--- src/design/kvbd_pkg.sv ---
// ----------------------------------------------------------------------------
// kvbd_pkg
// Types and codes shared by the key/value box deframer and its testbench.
// ----------------------------------------------------------------------------
package kvbd_pkg;

    // Parser phase within a pair
    typedef enum logic [1:0] {
        PH_KEY_LEN  = 2'd0,
        PH_KEY_DATA = 2'd1,
        PH_VAL_LEN  = 2'd2,
        PH_VAL_DATA = 2'd3
    } t_phase;

    // Byte classification
    typedef enum logic [2:0] {
        KIND_KLEN_HI = 3'd0,
        KIND_KLEN_LO = 3'd1,
        KIND_KEY     = 3'd2,
        KIND_VLEN_HI = 3'd3,
        KIND_VLEN_LO = 3'd4,
        KIND_VALUE   = 3'd5,
        KIND_BOX_END = 3'd6,
        KIND_NONE    = 3'd7
    } t_kind;

    // Result status
    typedef enum logic [1:0] {
        ST_OK          = 2'd0,
        ST_BAD_KEY_LEN = 2'd1,
        ST_EMPTY_BOX   = 2'd2,
        ST_REFUSED     = 2'd3
    } t_status;

    // Sticky error held by the parser
    typedef enum logic [1:0] {
        ERR_NONE        = 2'd0,
        ERR_BAD_KEY_LEN = 2'd1,
        ERR_EMPTY_BOX   = 2'd2
    } t_error;

    // Request commands
    localparam logic CMD_BYTE  = 1'b0;
    localparam logic CMD_RESET = 1'b1;

endpackage : kvbd_pkg

--- src/design/kvbd_in_if.sv ---
// ----------------------------------------------------------------------------
// kvbd_in_if
// Request channel of the deframer: one command and one received byte.
// ----------------------------------------------------------------------------
interface kvbd_in_if;

    logic       valid;
    logic       ready;
    logic       command;
    logic [7:0] data_byte;

    modport source (output valid, output command, output data_byte, input ready);
    modport sink   (input valid, input command, input data_byte, output ready);

endinterface : kvbd_in_if

--- src/design/kvbd_out_if.sv ---
// ----------------------------------------------------------------------------
// kvbd_out_if
// Result channel of the deframer: one classified byte per request.
// ----------------------------------------------------------------------------
interface kvbd_out_if;

    logic        valid;
    logic        ready;
    logic [7:0]  out_byte;
    logic [2:0]  kind;
    logic [15:0] offset;
    logic        field_last;
    logic        box_end;
    logic [1:0]  status;

    modport source (
        output valid, output out_byte, output kind, output offset,
        output field_last, output box_end, output status, input ready
    );
    modport sink (
        input valid, input out_byte, input kind, input offset,
        input field_last, input box_end, input status, output ready
    );

endinterface : kvbd_out_if

--- src/design/key_value_box_deframer.sv ---
// ----------------------------------------------------------------------------
// key_value_box_deframer
// Deframes length-prefixed key/value boxes, one received byte per request.
// ----------------------------------------------------------------------------
//  Channel   Dir   Handshake     Payload
//  i_in      in    valid/ready   command, data_byte
//  o_out     out   valid/ready   out_byte, kind, offset, field_last, box_end, status
//
//  One request per cycle sustained while o_out is ready; a taken request passes
//  the input register, then parser logic into the result register, to o_out.
//  The parser state updates as a request moves from the input register into
//  the result register, so back-to-back requests see each other's effect.
//  A stall on o_out holds the result register, then the input register.
//  i_rst_n is synchronous, active low, holds i_in.ready low while asserted
//  and leaves the parser at a box start.
// ----------------------------------------------------------------------------
module key_value_box_deframer
    import kvbd_pkg::*;
(
    input  logic i_clk,
    input  logic i_rst_n,
    kvbd_in_if.sink    i_in,
    kvbd_out_if.source o_out
);

    // Input register
    logic        r_in_valid;
    logic        r_in_cmd;
    logic [7:0]  r_in_byte;

    // Parser state
    t_phase      r_phase,    n_phase;
    logic        r_second,   n_second;
    logic [7:0]  r_key_len,  n_key_len;
    logic [15:0] r_val_len,  n_val_len;
    logic [15:0] r_count,    n_count;
    logic        r_has_pair, n_has_pair;
    t_error      r_error,    n_error;

    // Result register
    logic        r_out_valid;
    logic [7:0]  r_out_byte, n_out_byte;
    t_kind       r_kind,     n_kind;
    logic [15:0] r_offset,   n_offset;
    logic        r_last,     n_last;
    logic        r_bend,     n_bend;
    t_status     r_status,   n_status;

    logic        w_advance;
    logic [15:0] w_count_inc;

    // Pipeline flow; no request is taken while in reset
    assign w_advance  = r_in_valid && (!r_out_valid || o_out.ready);
    assign i_in.ready = i_rst_n && (!r_in_valid || w_advance);

    always_ff @(posedge i_clk) begin
        if (!i_rst_n) begin
            r_in_valid <= 1'b0;
        end else if (i_in.ready) begin
            r_in_valid <= i_in.valid;
        end
    end

    always_ff @(posedge i_clk) begin
        if (i_in.ready && i_in.valid) begin
            r_in_cmd  <= i_in.command;
            r_in_byte <= i_in.data_byte;
        end
    end

    assign w_count_inc = r_count + 16'd1;

    // Parser: classify the registered byte and work out the next state
    always_comb begin
        n_phase    = r_phase;
        n_second   = r_second;
        n_key_len  = r_key_len;
        n_val_len  = r_val_len;
        n_count    = r_count;
        n_has_pair = r_has_pair;
        n_error    = r_error;

        n_out_byte = r_in_byte;
        n_kind     = KIND_NONE;
        n_offset   = 16'd0;
        n_last     = 1'b0;
        n_bend     = 1'b0;
        n_status   = ST_OK;

        if (r_in_cmd == CMD_RESET) begin
            n_phase    = PH_KEY_LEN;
            n_second   = 1'b0;
            n_key_len  = 8'd0;
            n_val_len  = 16'd0;
            n_count    = 16'd0;
            n_has_pair = 1'b0;
            n_error    = ERR_NONE;
            n_out_byte = 8'd0;
        end else if (r_error != ERR_NONE) begin
            n_status = ST_REFUSED;
        end else begin
            unique case (r_phase)
                PH_KEY_LEN: begin
                    if (!r_second) begin
                        n_kind = KIND_KLEN_HI;
                        if (r_in_byte != 8'd0) begin
                            n_error  = ERR_BAD_KEY_LEN;
                            n_status = ST_BAD_KEY_LEN;
                        end else begin
                            n_second = 1'b1;
                        end
                    end else begin
                        n_second  = 1'b0;
                        n_key_len = r_in_byte;
                        if (r_in_byte == 8'd0) begin
                            // zero key length closes the box
                            n_kind = KIND_BOX_END;
                            n_bend = 1'b1;
                            if (!r_has_pair) begin
                                n_error  = ERR_EMPTY_BOX;
                                n_status = ST_EMPTY_BOX;
                            end
                            n_has_pair = 1'b0;
                        end else begin
                            n_kind   = KIND_KLEN_LO;
                            n_offset = 16'd1;
                            n_count  = 16'd0;
                            n_phase  = PH_KEY_DATA;
                        end
                    end
                end
                PH_KEY_DATA: begin
                    n_kind   = KIND_KEY;
                    n_offset = r_count;
                    n_count  = w_count_inc;
                    if (w_count_inc >= {8'd0, r_key_len}) begin
                        n_last  = 1'b1;
                        n_count = 16'd0;
                        n_phase = PH_VAL_LEN;
                    end
                end
                PH_VAL_LEN: begin
                    if (!r_second) begin
                        n_kind    = KIND_VLEN_HI;
                        n_val_len = {r_in_byte, 8'd0};
                        n_second  = 1'b1;
                    end else begin
                        n_kind    = KIND_VLEN_LO;
                        n_offset  = 16'd1;
                        n_second  = 1'b0;
                        n_val_len = {r_val_len[15:8], r_val_len[7:0] | r_in_byte};
                        n_count   = 16'd0;
                        if ({r_val_len[15:8], r_val_len[7:0] | r_in_byte} == 16'd0) begin
                            // empty value completes the pair here
                            n_last     = 1'b1;
                            n_has_pair = 1'b1;
                            n_phase    = PH_KEY_LEN;
                        end else begin
                            n_phase = PH_VAL_DATA;
                        end
                    end
                end
                PH_VAL_DATA: begin
                    n_kind   = KIND_VALUE;
                    n_offset = r_count;
                    n_count  = w_count_inc;
                    if (w_count_inc >= r_val_len) begin
                        n_last     = 1'b1;
                        n_has_pair = 1'b1;
                        n_count    = 16'd0;
                        n_phase    = PH_KEY_LEN;
                    end
                end
                default: begin
                    n_phase = PH_KEY_LEN;
                end
            endcase
        end
    end

    // State update on each request that moves into the result register
    always_ff @(posedge i_clk) begin
        if (!i_rst_n) begin
            r_phase    <= PH_KEY_LEN;
            r_second   <= 1'b0;
            r_key_len  <= 8'd0;
            r_val_len  <= 16'd0;
            r_count    <= 16'd0;
            r_has_pair <= 1'b0;
            r_error    <= ERR_NONE;
        end else if (w_advance) begin
            r_phase    <= n_phase;
            r_second   <= n_second;
            r_key_len  <= n_key_len;
            r_val_len  <= n_val_len;
            r_count    <= n_count;
            r_has_pair <= n_has_pair;
            r_error    <= n_error;
        end
    end

    // Result register
    always_ff @(posedge i_clk) begin
        if (!i_rst_n) begin
            r_out_valid <= 1'b0;
        end else if (w_advance) begin
            r_out_valid <= 1'b1;
        end else if (o_out.ready) begin
            r_out_valid <= 1'b0;
        end
    end

    always_ff @(posedge i_clk) begin
        if (w_advance) begin
            r_out_byte <= n_out_byte;
            r_kind     <= n_kind;
            r_offset   <= n_offset;
            r_last     <= n_last;
            r_bend     <= n_bend;
            r_status   <= n_status;
        end
    end

    assign o_out.valid      = r_out_valid;
    assign o_out.out_byte   = r_out_byte;
    assign o_out.kind       = r_kind;
    assign o_out.offset     = r_offset;
    assign o_out.field_last = r_last;
    assign o_out.box_end    = r_bend;
    assign o_out.status     = r_status;

endmodule : key_value_box_deframer

--- src/flat_wrapper.sv ---
// flat-port wrapper written by rule: the top's interface ports become plain ports
module key_value_box_deframer_flat import kvbd_pkg::*;
  (i_clk, i_rst_n, i_in_valid, i_in_command, i_in_data_byte, i_in_ready, o_out_valid, o_out_out_byte, o_out_kind, o_out_offset, o_out_field_last, o_out_box_end, o_out_status, o_out_ready);
  kvbd_in_if i_in_i ();
  kvbd_out_if o_out_i ();
  input  logic i_clk;
  input  logic i_rst_n;
  input wire logic [$bits(i_in_i.valid)-1:0] i_in_valid;
  input wire logic [$bits(i_in_i.command)-1:0] i_in_command;
  input wire logic [$bits(i_in_i.data_byte)-1:0] i_in_data_byte;
  output wire logic [$bits(i_in_i.ready)-1:0] i_in_ready;
  output wire logic [$bits(o_out_i.valid)-1:0] o_out_valid;
  output wire logic [$bits(o_out_i.out_byte)-1:0] o_out_out_byte;
  output wire logic [$bits(o_out_i.kind)-1:0] o_out_kind;
  output wire logic [$bits(o_out_i.offset)-1:0] o_out_offset;
  output wire logic [$bits(o_out_i.field_last)-1:0] o_out_field_last;
  output wire logic [$bits(o_out_i.box_end)-1:0] o_out_box_end;
  output wire logic [$bits(o_out_i.status)-1:0] o_out_status;
  input wire logic [$bits(o_out_i.ready)-1:0] o_out_ready;
  assign i_in_i.valid = i_in_valid;
  assign i_in_i.command = i_in_command;
  assign i_in_i.data_byte = i_in_data_byte;
  assign i_in_ready = i_in_i.ready;
  assign o_out_valid = o_out_i.valid;
  assign o_out_out_byte = o_out_i.out_byte;
  assign o_out_kind = o_out_i.kind;
  assign o_out_offset = o_out_i.offset;
  assign o_out_field_last = o_out_i.field_last;
  assign o_out_box_end = o_out_i.box_end;
  assign o_out_status = o_out_i.status;
  assign o_out_i.ready = o_out_ready;
  key_value_box_deframer u_core (.i_clk(i_clk), .i_rst_n(i_rst_n), .i_in(i_in_i), .o_out(o_out_i));
endmodule
--- config.mk ---
export PLATFORM = sky130hd
export DESIGN_NAME = key_value_box_deframer_flat
export DESIGN_NICKNAME = d
export VERILOG_FILES = /design/src/design/kvbd_pkg.sv /design/src/design/kvbd_in_if.sv /design/src/design/kvbd_out_if.sv /design/src/design/key_value_box_deframer.sv /design/src/flat_wrapper.sv
export SDC_FILE = /design/constraint.sdc
export NUM_CORES = 1
export LEC_CHECK = 0
export ABC_AREA = 1
export BUFFER_PORTS_ARGS = -buffer_cell sky130_fd_sc_hd__buf_2
export CORE_ASPECT_RATIO = 1.5
export CORE_MARGIN = 5
export CORE_UTILIZATION = 50
export DETAILED_ROUTE_END_ITERATION = 10
export GPL_ROUTABILITY_DRIVEN = 0
export MAX_ROUTING_LAYER = met4
export PLACE_DENSITY = 0.69
export SLEW_MARGIN = 20
export SYNTH_ARGS = -nofsm -noshare
export SYNTH_HDL_FRONTEND = slang
export SYNTH_SLANG_ARGS = --single-unit
--- constraint.sdc ---
create_clock -name i_clk -period 3.4 [get_ports i_clk]
set_input_delay 0.51 -clock i_clk [delete_from_list [all_inputs] [get_ports i_clk]]
set_output_delay 0.51 -clock i_clk [all_outputs]
set_load 0.05 [all_outputs]
==> run metrics <==
outcome complete, no violations; Routed Antenna Nets 0; Final period util 86.4%; GR Util All Layers 21.1%; Max Fclk 340 MHz; crit path cell chain nand2_2 > nor2_1 > nand2_1 > xor2_1 > ha_1 > a21oi_1 > o21ai_0 > a21oi_1 > nand4_1 > nor2_2 > inv_2 > nand2_4 > nand3_1 > a21oi_1; Reg2Reg Depth 14; Final nets 622; max cap viols 0; commonest non-fill, non-tap cell in the layout nand2_1; Starting Density 51.2%; Seq/Total Area, Yosys 47.8%; Slowest cell on crit path dfxtp_1; crit-path max cell delay 0.45 ns; root buffer cell clkbuf_16; Worst Slack Setup Final 0.461 ns; Post-DP Area 0.00484 mm^2; max_slew headroom 29.4%; leakage 2.08 nW; Area Growth Syn to Fin 12.7%; # setup viols final 0; Clock transition at path regs 0.06 ns; count of hold-fix buffers inserted at cts 0; n_diodes 0; Yosys reg bits 88; hold depth 1; TNS Setup 0 ns; Power Density 454 mW/mm^2; CTS resizes 0; fraction of layout cells with a size suffix above 1 16.1%; top area cells in the synthesized netlist edfxtp_1, dfxtp_1, nand2_1; Setup Fix Bufs, Post-CTS 0; Setup Skew 0.00752 ns; Ports 46; Clock Latency Late Sink 0.34 ns; RSZ-0062 raised after global routing no; worst hold path type in2reg; synthesized instance count 538; largest net degree at the start of global routing 25; gr ovfl total 0; die footprint 0.0111 mm^2; Fin. Hold Viols 0; number of CTS-inserted buffers 9; H-tree Lvls 3; Worst Tran Pin Value 1.06 ns; Max clock buf depth 2; top cell type's share of synthesized area 26.6%; Period minus WS final 2.94 ns; Pre-antenna DRT Iters 5; Post-DP HPWL 7.98 mm; Residual DRC 0; vias in the first global route 3711; PortBufs 45; Syn Area/Cell 8.41 um^2; worst path arrival time 3.20 ns; type of origin of the critical path flip-flop; CTS tree yes; reg-to-reg slack, setup 0.46 ns; WP data required 3.66 ns; kind of critical path reg2reg; hold path startpoint i_in_data_byte[2]; CP top delay family simple AND/OR/NAND/NOR gates; post-layout util 57.7%; # rows 42; Hold EP u_core.r_in_byte[2]; critical path fanouts, max 16; Reg-to-Reg Start u_core.r_count[2]; CP endpoint kind flip-flop; Peak VDD IR 0.000294 V; Place WS 0.491 ns; Die Height 126 um; most frequent CP cell a21oi_1; Die Wd 87.7 um; initial DRC count 193; first-pass GRT wire length 17.7 mm; Distinct cells, synth 36; top cell type by total area after synthesis edfxtp_1; Mapped Area 0.00452 mm^2; via density per instance 5.35; total vias in the final route 3743; initial antenna violation count 0; routed length per instance 15.1 um; Syn. warnings 0; # clock sinks 88; commonest non-fill, non-tap cells in the layout nand2_1, inv_1, nor2_1; worst r2r dst u_core.r_count[15]; final WL 10.6 mm; Post-Syn Nets 575; core area 0.00883 mm^2; Final Max Slew Viols 0; fin area 0.00510 mm^2; CP bufs+invs 1
-- cells in the mapped netlist --
master,n
nand2_1,102
inv_1,85
nor2_1,58
dfxtp_1,48
edfxtp_1,40
a21oi_1,35
ha_1,24
nand4_1,20
nand3_1,19
o21ai_0,17
nor3_1,14
nand3_2,13
a21oi_2,11
o22ai_1,8
clkbuf_1,7
xor2_1,6
a211oi_1,4
nand2_2,4
nor2_2,3
buf_2,2
nand3b_1,2
nor4_1,2
a21boi_0,1
a21o_1,1
a221oi_1,1
a31oi_1,1
buf_1,1
buf_12,1
buf_4,1
clkinv_1,1
inv_2,1
nand2_4,1
nor2_4,1
nor2_8,1
o21ai_1,1
o31ai_1,1
-- state kept, by name, indices dropped and copies added (netlist names) --
signal                   flops
u_core.o_out.offset         16
u_core.r_count              16
u_core.r_val_len            16
u_core.o_out.out_byte        8
u_core.r_in_byte             8
u_core.r_key_len             8
u_core.o_out.kind            3
u_core.o_out.status          2
u_core.r_error               2
u_core.r_phase               2
u_core.o_out.box_end         1
u_core.o_out.field_last      1
u_core.o_out.valid           1
u_core.r_has_pair            1
u_core.r_in_cmd              1
u_core.r_in_valid            1
u_core.r_second              1
-- layer usage --
metal  share of wire [%]  track usage [%]  routed length, um
met1                  40             23.2               4250
met3                 4.4             3.24                465
met4                 2.9             9.94                311
met5                   0                -                  0
met2                  52             36.4               5540
-- power breakdown --
group	internal (mW)	switching, mW
Combinational	0.0653	0.201
Sequential	1.15	0.0193
Clock	0.487	0.391
-- worst max path at each step --
stage / cells after the start / endpoint / slack [ns] / start
6_report: 14 / u_core.r_count[15] / 0.46 / u_core.r_count[2]
5_1_grt: 14 / u_core.r_count[15] / 0.13 / u_core.r_count[0]
4_1_cts: 14 / u_core.r_count[15] / 0.48 / u_core.r_count[0]
3_5_place_dp: 14 / u_core.r_count[15] / 0.49 / u_core.r_count[0]
3_3_place_gp: 14 / u_core.r_count[2] / 0.60 / u_core.r_count[0]
2_1_floorplan: 15 / u_core.r_count[6] / 0.92 / u_core.r_count[0]
-- through the flow --
stage | hold slack (ns) | total power, mW | cells
floorplan | 0.436 | 1.39 | 538
detailed placement | 0.456 | 1.46 | 684
finish | 0.341 | 2.31 | 699
global route | 0.332 | 2.41 | 699
CTS | 0.335 | 2.32 | 699
global placement | 0.450 | 1.45 | 684
-- layout make-up --
class	instances	area, um^2
fill	819	3730
sequential	88	2160
tap	110	138
clock buffer	11	233
multi-input combinational	351	1970
timing repair buffer	48	248
inverter	87	327
clock inverter	4	23.8
-- cells by family (layout without fill, tap and decap cells) --
logic type	count (synthesis)	after routing	share of synthesized area, %
xor gates and xnor gates	6	6	1.16
buffers and inverters	99	150	8.71
and+or+nand+nor	240	240	25.1
AOI/OAI and AO/OA	81	81	10.6
adders and majority gates	24	24	6.64
DFF	88	88	47.8
-- worst register-to-register path: stages, from the launching register on --
cell	delay [ns]
dfxtp_1	0.45
nand2_2	0.11
nor2_1	0.15
nand2_1	0.14
xor2_1	0.42
ha_1	0.34
a21oi_1	0.15
o21ai_0	0.09
a21oi_1	0.13
nand4_1	0.18
nor2_2	0.17
inv_2	0.06
nand2_4	0.21
nand3_1	0.12
a21oi_1	0.14
No activity file was read; power rests on OpenSTA's default activity.
